==> config.mk <==
export PLATFORM = sky130hd
export DESIGN_NAME = mlfq_scheduler_statistics_flat
export DESIGN_NICKNAME = d
export VERILOG_FILES = /design/src/rtl/mlfqs_pkg.sv /design/src/rtl/mlfqs_item_if.sv /design/src/rtl/mlfqs_result_if.sv /design/src/rtl/mlfqs_div.sv /design/src/rtl/mlfq_scheduler_statistics.sv /design/src/flat_wrapper.sv
export SDC_FILE = /design/constraint.sdc
export NUM_CORES = 2
export LEC_CHECK = 0
export ABC_AREA = 1
export BUFFER_PORTS_ARGS = -buffer_cell sky130_fd_sc_hd__buf_4
export CORE_MARGIN = 1.5
export CORE_UTILIZATION = 55
export DETAILED_ROUTE_END_ITERATION = 10
export PLACE_DENSITY = 0.72
export RECOVER_POWER = 25
export REMOVE_ABC_BUFFERS = 1
export SYNTH_ARGS = -nofsm -noshare
export SYNTH_HDL_FRONTEND = slang
export SYNTH_HIERARCHICAL = 1
export SYNTH_SLANG_ARGS = --single-unit
==> constraint.sdc <==
create_clock -name clk -period 30.8 [get_ports clk]
set_clock_uncertainty 0.2 [all_clocks]
set_input_delay 9.24 -clock clk [delete_from_list [all_inputs] [get_ports clk]]
set_output_delay 9.24 -clock clk [all_outputs]
set_load 0.02 [all_outputs]
==> src/rtl/mlfqs_pkg.sv <==
// mlfqs_pkg: shared constants, opcodes and saturation helper of the
// mlfq scheduler statistics block; no dependencies
package mlfqs_pkg;

  localparam int MAX_PRIORITY_DEF = 63;
  localparam int MAX_READY_DEF    = 64;
  localparam int FRAC_BITS_DEF    = 16;

  localparam int OPCODE_W  = 2;
  localparam int READY_W   = 7;
  localparam int CPU_W     = 32;
  localparam int NICE_W    = 6;
  localparam int PRIO_W    = 6;
  localparam int CNT_W     = 8;
  localparam int MUL_STEPS = 32;
  localparam int MUL_CW    = $clog2(MUL_STEPS);

  localparam logic [OPCODE_W-1:0] OP_LOAD   = 2'd0;
  localparam logic [OPCODE_W-1:0] OP_RECENT = 2'd1;
  localparam logic [OPCODE_W-1:0] OP_PRIO   = 2'd2;
  localparam logic [OPCODE_W-1:0] OP_REPORT = 2'd3;

  function automatic logic signed [31:0] sat32(input logic signed [64:0] v);
    logic signed [64:0] hi;
    logic signed [64:0] lo;
    hi = 65'sh7FFF_FFFF;
    lo = -65'sh8000_0000;
    if (v > hi) begin
      return 32'sh7FFF_FFFF;
    end else if (v < lo) begin
      return 32'sh8000_0000;
    end
    return v[31:0];
  endfunction

endpackage

==> src/rtl/mlfqs_item_if.sv <==
// mlfqs_item_if: input channel of the scheduler statistics block
// depends on mlfqs_pkg
interface mlfqs_item_if
  import mlfqs_pkg::*;
();
  logic                       valid;
  logic                       ready;
  logic [OPCODE_W-1:0]        opcode;
  logic [READY_W-1:0]         ready_count;
  logic                       running_busy;
  logic signed [CPU_W-1:0]    thread_cpu_hist;
  logic signed [NICE_W-1:0]   thread_nice;

  modport source (output valid, opcode, ready_count, running_busy, thread_cpu_hist,
                  thread_nice, input ready);
  modport sink (input valid, opcode, ready_count, running_busy, thread_cpu_hist,
                thread_nice, output ready);
endinterface

==> src/rtl/mlfqs_result_if.sv <==
// mlfqs_result_if: result channel of the scheduler statistics block
// depends on mlfqs_pkg
interface mlfqs_result_if
  import mlfqs_pkg::*;
();
  logic                     valid;
  logic                     ready;
  logic signed [CPU_W-1:0]  load_average;
  logic signed [CPU_W-1:0]  next_cpu_hist;
  logic [PRIO_W-1:0]        sched_prio;
  logic signed [CPU_W-1:0]  load_times_hundred;
  logic signed [CPU_W-1:0]  recent_times_hundred;

  modport source (output valid, load_average, next_cpu_hist, sched_prio,
                  load_times_hundred, recent_times_hundred, input ready);
  modport sink (input valid, load_average, next_cpu_hist, sched_prio,
                load_times_hundred, recent_times_hundred, output ready);
endinterface

==> src/rtl/mlfqs_div.sv <==
// mlfqs_div: bit-serial restoring divider, one quotient bit per cycle
// unsigned operands of W bits; no dependencies
module mlfqs_div #(
  parameter int W = 49
) (
  input  logic         clk,
  input  logic         rst,
  input  logic         start,
  input  logic [W-1:0] num,
  input  logic [W-1:0] den,
  output logic         done,
  output logic [W-1:0] quo
);
  localparam int CW = $clog2(W + 1);

  logic          active;
  logic [CW-1:0] cnt;
  logic [W-1:0]  rem;
  logic [W-1:0]  den_r;
  logic [W:0]    trial;
  logic [W:0]    diff;
  logic          ge;

  assign trial = {rem, quo[W-1]};
  assign diff  = trial - {1'b0, den_r};
  assign ge    = trial >= {1'b0, den_r};

  always_ff @(posedge clk) begin
    if (rst) begin
      active <= 1'b0;
      done   <= 1'b0;
      cnt    <= '0;
    end else begin
      done <= 1'b0;
      if (start) begin
        active <= 1'b1;
        cnt    <= CW'(W);
        rem    <= '0;
        quo    <= num;
        den_r  <= den;
      end else if (active) begin
        rem <= ge ? diff[W-1:0] : trial[W-1:0];
        quo <= {quo[W-2:0], ge};
        cnt <= cnt - CW'(1);
        if (cnt == CW'(1)) begin
          active <= 1'b0;
          done   <= 1'b1;
        end
      end
    end
  end

  a_start_idle: assert property (@(posedge clk) disable iff (rst) start |-> !active)
    else $error("divider restarted while busy");
  a_rem_bound: assert property (@(posedge clk) disable iff (rst) done |-> rem < den_r)
    else $error("divider remainder not below divisor");
  a_cnt_live: assert property (@(posedge clk) disable iff (rst) active |-> cnt != '0)
    else $error("divider active with no steps left");

endmodule

==> src/rtl/mlfq_scheduler_statistics.sv <==
// mlfq_scheduler_statistics: load average, recent cpu and priority unit of a
// multi-level feedback queue scheduler, signed fixed point with FRAC_BITS
// fraction bits; depends on mlfqs_pkg, mlfqs_item_if, mlfqs_result_if, mlfqs_div
//
// usage: one item beat on "item" gives exactly one result beat on "result".
// opcode 0 updates the kept load average, opcode 1 computes a new recent cpu
// from the load average, opcodes 2 and 3 pass the recent cpu through. every
// result carries the load average, recent cpu, priority and both values
// times 100, rounded half away from zero.
// steps per opcode:
//   opcode 0: two passes of the bit-serial divider
//   opcode 1: divider pass, then 32-step serial multiplier; the divider
//     is skipped when 2*load + 1 is zero
//   opcodes 2 and 3: straight to the times-100 and output steps
// the serial divider and multiplier set the pace; the next beat is taken
// the cycle after the result is loaded
// one item is in work at a time; item.ready is high while the sequencer is
// free, also while a finished result waits in the output register.
// a stalled receiver holds the result register; the next item runs up to its
// last step and then waits for the register to drain.
// reset (synchronous, active high) clears the load average to zero and
// drops any pending result.
module mlfq_scheduler_statistics
  import mlfqs_pkg::*;
#(
  parameter int MAX_PRIORITY = MAX_PRIORITY_DEF,
  parameter int MAX_READY    = MAX_READY_DEF,
  parameter int FRAC_BITS    = FRAC_BITS_DEF
) (
  input logic            clk,
  input logic            rst,
  mlfqs_item_if.sink     item,
  mlfqs_result_if.source result
);
  localparam int MW  = FRAC_BITS + 33;
  localparam int PRW = FRAC_BITS + 26;
  localparam logic [MW-1:0]          DEN60   = MW'(60);
  localparam logic signed [33:0]     ONE34   = 34'sd1 <<< FRAC_BITS;
  localparam logic signed [PRW-1:0]  MAXP_FX = PRW'(MAX_PRIORITY) <<< FRAC_BITS;
  localparam logic signed [PRW-1:0]  SAT_HI  = {(PRW-31)'(0), {31{1'b1}}};
  localparam logic [PRW-1:0]         MAXP_W  = PRW'(MAX_PRIORITY);
  localparam logic [38:0]            HALF39  = 39'(1) << (FRAC_BITS - 1);

  typedef enum logic [7:0] {
    S_IDLE = 8'b0000_0001,
    S_DIVA = 8'b0000_0010,
    S_DIVB = 8'b0000_0100,
    S_DIVC = 8'b0000_1000,
    S_MUL  = 8'b0001_0000,
    S_FIX  = 8'b0010_0000,
    S_X100 = 8'b0100_0000,
    S_DONE = 8'b1000_0000
  } state_t;

  function automatic logic signed [31:0] round_fx(input logic signed [38:0] v);
    logic [38:0] m;
    logic [38:0] r;
    m = v[38] ? 39'(-v) : 39'(v);
    r = (m + HALF39) >> FRAC_BITS;
    return v[38] ? -$signed(r[31:0]) : $signed(r[31:0]);
  endfunction

  state_t                   state;
  logic signed [31:0]       load_avg;
  logic [CNT_W-1:0]         cnt_r;
  logic signed [31:0]       new_rc;
  logic signed [NICE_W-1:0] nice_r;
  logic signed [31:0]       a_r;
  logic [31:0]              mcand;
  logic [31:0]              hi;
  logic [31:0]              lo;
  logic                     prod_neg;
  logic [MUL_CW-1:0]        mul_cnt;
  logic signed [38:0]       l100;
  logic signed [38:0]       r100;
  logic [PRIO_W-1:0]        prio;

  logic                     out_valid;
  logic                     out_load_en;
  logic signed [31:0]       out_load;
  logic signed [31:0]       out_rc;
  logic [PRIO_W-1:0]        out_prio;
  logic signed [31:0]       out_l100;
  logic signed [31:0]       out_r100;

  logic                     div_start;
  logic [MW-1:0]            div_num;
  logic [MW-1:0]            div_den;
  logic                     div_done;
  logic [MW-1:0]            div_quo;

  // operand prep
  logic signed [37:0]       l59;
  logic [37:0]              mag59;
  logic [32:0]              tw_mag;
  logic signed [33:0]       den1;
  logic [33:0]              den1_mag;
  logic [READY_W-1:0]       rdy_sat;
  logic [CNT_W-1:0]         cnt_in;
  logic [31:0]              item_rc_mag;
  logic [31:0]              rc_mag;
  logic                     c_neg;
  logic [31:0]              coef_mag;
  logic signed [64:0]       sum_b;
  logic signed [64:0]       sp;
  logic signed [64:0]       fix_v;
  logic signed [32:0]       rcx;
  logic signed [32:0]       rc4;
  logic signed [PRW-1:0]    pval;
  logic signed [PRW-1:0]    ppos;
  logic [PRW-1:0]           pq;
  logic [PRW-1:0]           pcl;

  assign l59      = $signed({{6{load_avg[31]}}, load_avg}) * 38'sd59;
  assign mag59    = l59[37] ? 38'(-l59) : 38'(l59);
  assign tw_mag   = load_avg[31] ? 33'(-$signed({load_avg, 1'b0})) : {load_avg, 1'b0};
  assign den1     = $signed({load_avg[31], load_avg, 1'b0}) + ONE34;
  assign den1_mag = den1[33] ? 34'(-den1) : 34'(den1);
  assign rdy_sat  = (32'(item.ready_count) > 32'(MAX_READY)) ? READY_W'(MAX_READY)
                                                             : item.ready_count;
  assign cnt_in   = CNT_W'(rdy_sat) + CNT_W'(item.running_busy);
  assign item_rc_mag = item.thread_cpu_hist[31] ? 32'(-item.thread_cpu_hist)
                                                : 32'(item.thread_cpu_hist);
  assign rc_mag   = new_rc[31] ? 32'(-new_rc) : 32'(new_rc);

  assign c_neg    = load_avg[31] ^ den1[33];
  always_comb begin
    if (!c_neg) begin
      coef_mag = (div_quo > MW'(32'h7FFF_FFFF)) ? 32'h7FFF_FFFF : div_quo[31:0];
    end else begin
      coef_mag = (div_quo > MW'(32'h8000_0000)) ? 32'h8000_0000 : div_quo[31:0];
    end
  end

  assign sum_b = 65'(a_r) + $signed(65'(div_quo[31:0]));
  assign sp    = prod_neg ? -$signed({1'b0, hi, lo}) : $signed({1'b0, hi, lo});
  assign fix_v = (sp >>> FRAC_BITS) + (65'(nice_r) <<< FRAC_BITS);

  // priority from truncated rc/4
  assign rcx  = 33'(new_rc) + (new_rc[31] ? 33'sd3 : 33'sd0);
  assign rc4  = rcx >>> 2;
  assign pval = MAXP_FX - PRW'(rc4) - (PRW'(nice_r) <<< (FRAC_BITS + 1));
  assign ppos = (pval > SAT_HI) ? SAT_HI : pval;
  assign pq   = PRW'(ppos) >> FRAC_BITS;
  assign pcl  = pval[PRW-1] ? '0 : ((pq > MAXP_W) ? MAXP_W : pq);

  assign item.ready  = (state == S_IDLE);
  assign out_load_en = (state == S_DONE) && (!out_valid || result.ready);

  always_comb begin
    div_start = 1'b0;
    div_num   = MW'(mag59);
    div_den   = DEN60;
    unique case (state)
      S_IDLE: begin
        if (item.valid && item.opcode == OP_LOAD) begin
          div_start = 1'b1;
        end else if (item.valid && item.opcode == OP_RECENT && den1 != '0) begin
          div_start = 1'b1;
          div_num   = MW'(tw_mag) << FRAC_BITS;
          div_den   = MW'(den1_mag);
        end
      end
      S_DIVA: begin
        if (div_done) begin
          div_start = 1'b1;
          div_num   = MW'(cnt_r) << FRAC_BITS;
        end
      end
      default: begin
      end
    endcase
  end

  mlfqs_div #(
    .W(MW)
  ) u_div (
    .clk  (clk),
    .rst  (rst),
    .start(div_start),
    .num  (div_num),
    .den  (div_den),
    .done (div_done),
    .quo  (div_quo)
  );

  always_ff @(posedge clk) begin
    if (rst) begin
      state     <= S_IDLE;
      load_avg  <= '0;
      out_valid <= 1'b0;
      mul_cnt   <= '0;
    end else begin
      if (out_load_en) begin
        out_valid <= 1'b1;
      end else if (result.valid && result.ready) begin
        out_valid <= 1'b0;
      end
      unique case (state)
        S_IDLE: begin
          if (item.valid) begin
            cnt_r  <= cnt_in;
            new_rc <= item.thread_cpu_hist;
            nice_r <= item.thread_nice;
            priority if (item.opcode == OP_LOAD) begin
              state <= S_DIVA;
            end else if (item.opcode == OP_RECENT && den1 == '0) begin
              mcand    <= 32'h8000_0000;
              hi       <= '0;
              lo       <= item_rc_mag;
              prod_neg <= ~item.thread_cpu_hist[31];
              mul_cnt  <= '0;
              state    <= S_MUL;
            end else if (item.opcode == OP_RECENT) begin
              state <= S_DIVC;
            end else begin
              state <= S_X100;
            end
          end
        end
        S_DIVA: begin
          if (div_done) begin
            a_r   <= load_avg[31] ? -$signed(div_quo[31:0]) : $signed(div_quo[31:0]);
            state <= S_DIVB;
          end
        end
        S_DIVB: begin
          if (div_done) begin
            load_avg <= sat32(sum_b);
            state    <= S_X100;
          end
        end
        S_DIVC: begin
          if (div_done) begin
            mcand    <= coef_mag;
            hi       <= '0;
            lo       <= rc_mag;
            prod_neg <= c_neg ^ new_rc[31];
            mul_cnt  <= '0;
            state    <= S_MUL;
          end
        end
        S_MUL: begin
          // shift-add, one multiplier bit a cycle
          {hi, lo} <= {33'({1'b0, hi} + (lo[0] ? {1'b0, mcand} : 33'd0)), lo[31:1]};
          mul_cnt  <= mul_cnt + MUL_CW'(1);
          if (mul_cnt == MUL_CW'(MUL_STEPS - 1)) begin
            state <= S_FIX;
          end
        end
        S_FIX: begin
          new_rc <= sat32(fix_v);
          state  <= S_X100;
        end
        S_X100: begin
          l100  <= $signed({{7{load_avg[31]}}, load_avg}) * 39'sd100;
          r100  <= $signed({{7{new_rc[31]}}, new_rc}) * 39'sd100;
          prio  <= pcl[PRIO_W-1:0];
          state <= S_DONE;
        end
        S_DONE: begin
          if (out_load_en) begin
            out_load  <= load_avg;
            out_rc    <= new_rc;
            out_prio  <= prio;
            out_l100  <= round_fx(l100);
            out_r100  <= round_fx(r100);
            state     <= S_IDLE;
          end
        end
        default: begin
          state <= S_IDLE;
        end
      endcase
    end
  end

  assign result.valid                = out_valid;
  assign result.load_average         = out_load;
  assign result.next_cpu_hist        = out_rc;
  assign result.sched_prio           = out_prio;
  assign result.load_times_hundred   = out_l100;
  assign result.recent_times_hundred = out_r100;

  a_one_item: assert property (@(posedge clk) disable iff (rst)
    item.valid && item.ready |=> !item.ready)
    else $error("second item taken while one is in work");
  a_load_upd: assert property (@(posedge clk) disable iff (rst)
    load_avg != $past(load_avg) |-> $past(state) == S_DIVB)
    else $error("load average changed outside its update step");
  a_result_out: assert property (@(posedge clk) disable iff (rst)
    state == S_DONE && (!out_valid || result.ready) |=> result.valid && state == S_IDLE)
    else $error("finished result not presented");
  a_div_src: assert property (@(posedge clk) disable iff (rst)
    div_start |-> state == S_IDLE || state == S_DIVA)
    else $error("divider started from an unexpected step");

endmodule

==> src/flat_wrapper.sv <==
// flat-port wrapper written by rule: the top's interface ports become plain ports
module mlfq_scheduler_statistics_flat import mlfqs_pkg::*;
#(
  parameter int MAX_PRIORITY = MAX_PRIORITY_DEF,
  parameter int MAX_READY    = MAX_READY_DEF,
  parameter int FRAC_BITS    = FRAC_BITS_DEF
)
  (clk, rst, item_valid, item_opcode, item_ready_count, item_running_busy, item_thread_cpu_hist, item_thread_nice, item_ready, result_valid, result_load_average, result_next_cpu_hist, result_sched_prio, result_load_times_hundred, result_recent_times_hundred, result_ready);
  mlfqs_item_if item_i ();
  mlfqs_result_if result_i ();
  input logic clk;
  input logic rst;
  input wire logic [$bits(item_i.valid)-1:0] item_valid;
  input wire logic [$bits(item_i.opcode)-1:0] item_opcode;
  input wire logic [$bits(item_i.ready_count)-1:0] item_ready_count;
  input wire logic [$bits(item_i.running_busy)-1:0] item_running_busy;
  input wire logic [$bits(item_i.thread_cpu_hist)-1:0] item_thread_cpu_hist;
  input wire logic [$bits(item_i.thread_nice)-1:0] item_thread_nice;
  output wire logic [$bits(item_i.ready)-1:0] item_ready;
  output wire logic [$bits(result_i.valid)-1:0] result_valid;
  output wire logic [$bits(result_i.load_average)-1:0] result_load_average;
  output wire logic [$bits(result_i.next_cpu_hist)-1:0] result_next_cpu_hist;
  output wire logic [$bits(result_i.sched_prio)-1:0] result_sched_prio;
  output wire logic [$bits(result_i.load_times_hundred)-1:0] result_load_times_hundred;
  output wire logic [$bits(result_i.recent_times_hundred)-1:0] result_recent_times_hundred;
  input wire logic [$bits(result_i.ready)-1:0] result_ready;
  assign item_i.valid = item_valid;
  assign item_i.opcode = item_opcode;
  assign item_i.ready_count = item_ready_count;
  assign item_i.running_busy = item_running_busy;
  assign item_i.thread_cpu_hist = item_thread_cpu_hist;
  assign item_i.thread_nice = item_thread_nice;
  assign item_ready = item_i.ready;
  assign result_valid = result_i.valid;
  assign result_load_average = result_i.load_average;
  assign result_next_cpu_hist = result_i.next_cpu_hist;
  assign result_sched_prio = result_i.sched_prio;
  assign result_load_times_hundred = result_i.load_times_hundred;
  assign result_recent_times_hundred = result_i.recent_times_hundred;
  assign result_i.ready = result_ready;
  mlfq_scheduler_statistics #(.MAX_PRIORITY(MAX_PRIORITY), .MAX_READY(MAX_READY), .FRAC_BITS(FRAC_BITS)) u_core (.clk(clk), .rst(rst), .item(item_i), .result(result_i));
endmodule
==> run metrics <==
delay-heaviest family, CP=buffers and inverters; WL final=200500 um; share of the synthesized area in the top cell type=27.30%; Post-DP HPWL=between 150000 and 200000 um; area grow syn2layout=8.744%; CP Data Required Time=between 20 and 25 ns; CP cell instances=nor2_1, inv_1, nor2_1, nand4_1, inv_1, buf_4; maximum vdd drop=approximately 50 uV; clock sinks=a little under 600; critical path's slowest cell=inv_1; first-pass GRT wire length=just over 300000 um; gr ovfl total=0; Vias/cell=5.700; WP buf/inv=3; Slew HR=-120.4%; H-tree levels=3; most frequent cells in the layout=nand2_1, inv_1, nor2_1; # Max-Cap Violations=5; Final setup viols=0; post-cts resize count=0; Ys Warns=6; most common cell after layout, fill and taps aside=nand2_1; Max Buffers Root-to-Sink=3; minimum clock period=12.30 ns; I/O Buffers=about 190; drt first pass iters=8; RSZ-0062 raised after global routing=no; Post-synth EDFFs=536; Slew @ Worst Pin=3.306 ns; multi-input logic area=about 0.036 mm2; FFs w/ async S/R, synth=0%; Synth Area per Inst=7.213 um2; TritonCTS clock tree=done; outcome=finished, violations left; DIE HEIGHT=330.4 um; die width=330.4 um; vias post-DR=55970; DP Worst Slack=18.20 ns; # IOs=188; Slew Limit Fails=167; final hold slack=0.2185 ns; row count=119; leading area contributor after synthesis=edfxtp_1; synth top area cells=edfxtp_1, nand2_1, ha_1; register clock-pin slew on the reported worst setup and hold paths=0.06 ns; PD cells=59.19 mW/mm2; period utilisation layout=39.94%; Static Leak=roughly 0.032 uW; initial antenna violation count=3; share of layout cells above drive strength 1=5.887%; critical path type=flip-flop to primary output; sequential element share of the synthesized area=29.13%; # nets final=approximately 9100; max incr delay on CP=around 0.7 ns; synth unique cells=72; die area=0.1092 mm2; CTS buffer count=70; failing checks=capacitance limit, slew limit; CP arrival=2.86 ns; GR Util All Layers=36.08%; HP Class=flip-flop to flip-flop; Post-CTS Hold Buffers=0; Hold Violations, Final=0; clock root cell=clkbuf_16; Mapped Cells=8175; Starting Density=55.70%; top_reg_cell synth=edfxtp_1; setup ws final=18.50 ns; CP max FO=16; core area=0.1059 mm2; clock latency on the worst-skew pair=0.66 ns; DRT iter0 DRCs=5526; # DRC=0; largest net degree at the start of global routing=about 100; Post-CTS Setup Bufs=0; WL per Instance=about 20 um; gpl congestion=1.017; fmax=between 0.08 and 0.09 GHz; filler instances=9910; number of synthesized register bits=590; Finished Layout Cells=9819; Mapped Area=0.05897 mm2; Fin Setup TNS=0 ns; Reg area=0.01718 mm2; vias in the first global route=52520; CP Launch Type=flip-flop; dpl cells=9690; Tot Pwr=approximately 3800 uW; antenna viol nets, final=0; Critical Path Sink Type=primary output
-- sequential cells by signal, summed over array words and instances, names as in the netlist, 5 cells and up --
register	flops
u_core/cnt_r	8
u_core/hi	32
u_core/u_div/quo	49
u_core/l100	37
u_core/load_avg	32
u_core/r100	37
u_core/a_r	32
u_core/prio	6
u_core/result.recent_times_hundred	32
u_core/result.load_times_hundred	32
u_core/mul_cnt	5
u_core/result.sched_prio	6
u_core/lo	32
u_core/result.load_average	32
u_core/state	8
u_core/nice_r	6
u_core/u_div/cnt	6
u_core/new_rc	32
u_core/mcand	32
u_core/u_div/den_r	49
u_core/u_div/rem	49
u_core/result.next_cpu_hist	32
-- Yosys cell counts (76+ instances only) --
| master | number |
|---|---|
| xor2_1 | 304 |
| nor3_1 | 124 |
| nor2_1 | 797 |
| nand4_1 | 169 |
| nand3_1 | 476 |
| a21oi_1 | 451 |
| fa_1 | 155 |
| o21ai_0 | 319 |
| edfxtp_1 | 536 |
| inv_1 | 1360 |
| nand2_1 | 2116 |
| clkbuf_1 | 76 |
| ha_1 | 527 |
-- metal layers --
metal | GRT usage (%) | wire [um] | vias up
met3 | 5.162 | 15850 | 553
met5 | 0 | 26 | -
met1 | 46.07 | 80260 | 26040
li1 | - | - | 27010
met4 | 18.05 | 11500 | 4
met2 | 59.79 | 92840 | 2371
-- layout make-up --
| class | count | area share [%] |
|---|---|---|
| inverters | 1383 | 8.103 |
| multi-input cells | 6084 | 56.13 |
| diodes | 2 | 0.007805 |
| clock inverters | 35 | 0.6107 |
| flip-flops and latches | 590 | 26.79 |
| well taps | 1391 | 2.714 |
| repair buffers | 242 | 2.687 |
| clock buffers | 92 | 2.956 |
-- worst register-to-register path: cells and delay by family, from the launching register on --
kind | cells | cell delay (ns)
buffers and inverters | 8 | 2.08
and+or+nand+nor | 7 | 1.43
adders and majority gates | 5 | 2.39
AOI/OAI and AO/OA | 6 | 1.66
DFF | 1 | 0.31
-- kinds of logic after synthesis --
| group | after synthesis | share of synthesized area (%) |
|---|---|---|
| adder cells (fa/ha/maj) | 682 | 16.44 |
| multiplexers | 1 | 0.01698 |
| AND/OR/NAND/NOR | 3949 | 28.71 |
| AO/OA/AOI/OAI | 1054 | 10.05 |
| flip-flops | 590 | 29.13 |
| other | 1 | 0.006359 |
| XOR/XNOR | 381 | 5.761 |
| buffers and inverters | 1517 | 9.877 |
-- metrics by stage --
step | utilization [%] | area, um2
3_3_place_gp | 58.60 | 62040
3_5_place_dp | 58.60 | 62040
4_1_cts | 60.77 | 64330
5_1_grt | 60.57 | 64120
2_1_floorplan | - | 58400
6_report | 60.57 | 64120
-- worst paths after layout --
| kind | slack (ns) | cells after the start | end | start |
|---|---|---|---|---|
| max | 18.50 | 6 | item_ready | u_core/state[7] |
| min | 0.22 | 0 | u_core/result.sched_prio[3] | u_core/prio[3] |
| max reg2reg | 22.49 | 26 | u_core/u_div/quo[26] | u_core/load_avg[13] |
| min reg2reg | 0.22 | 0 | u_core/result.sched_prio[3] | u_core/prio[3] |
-- report_power, final --
group	internal (uW)	total, uW	switching, uW	leakage [uW]
Clock	482	838	356	0.00110
Combinational	592	1810	1220	0.0254
Sequential	1040	1140	103	0.00537
Total	2110	3800	1680	0.0318
Note: power is estimated with default switching activity, not from simulation.
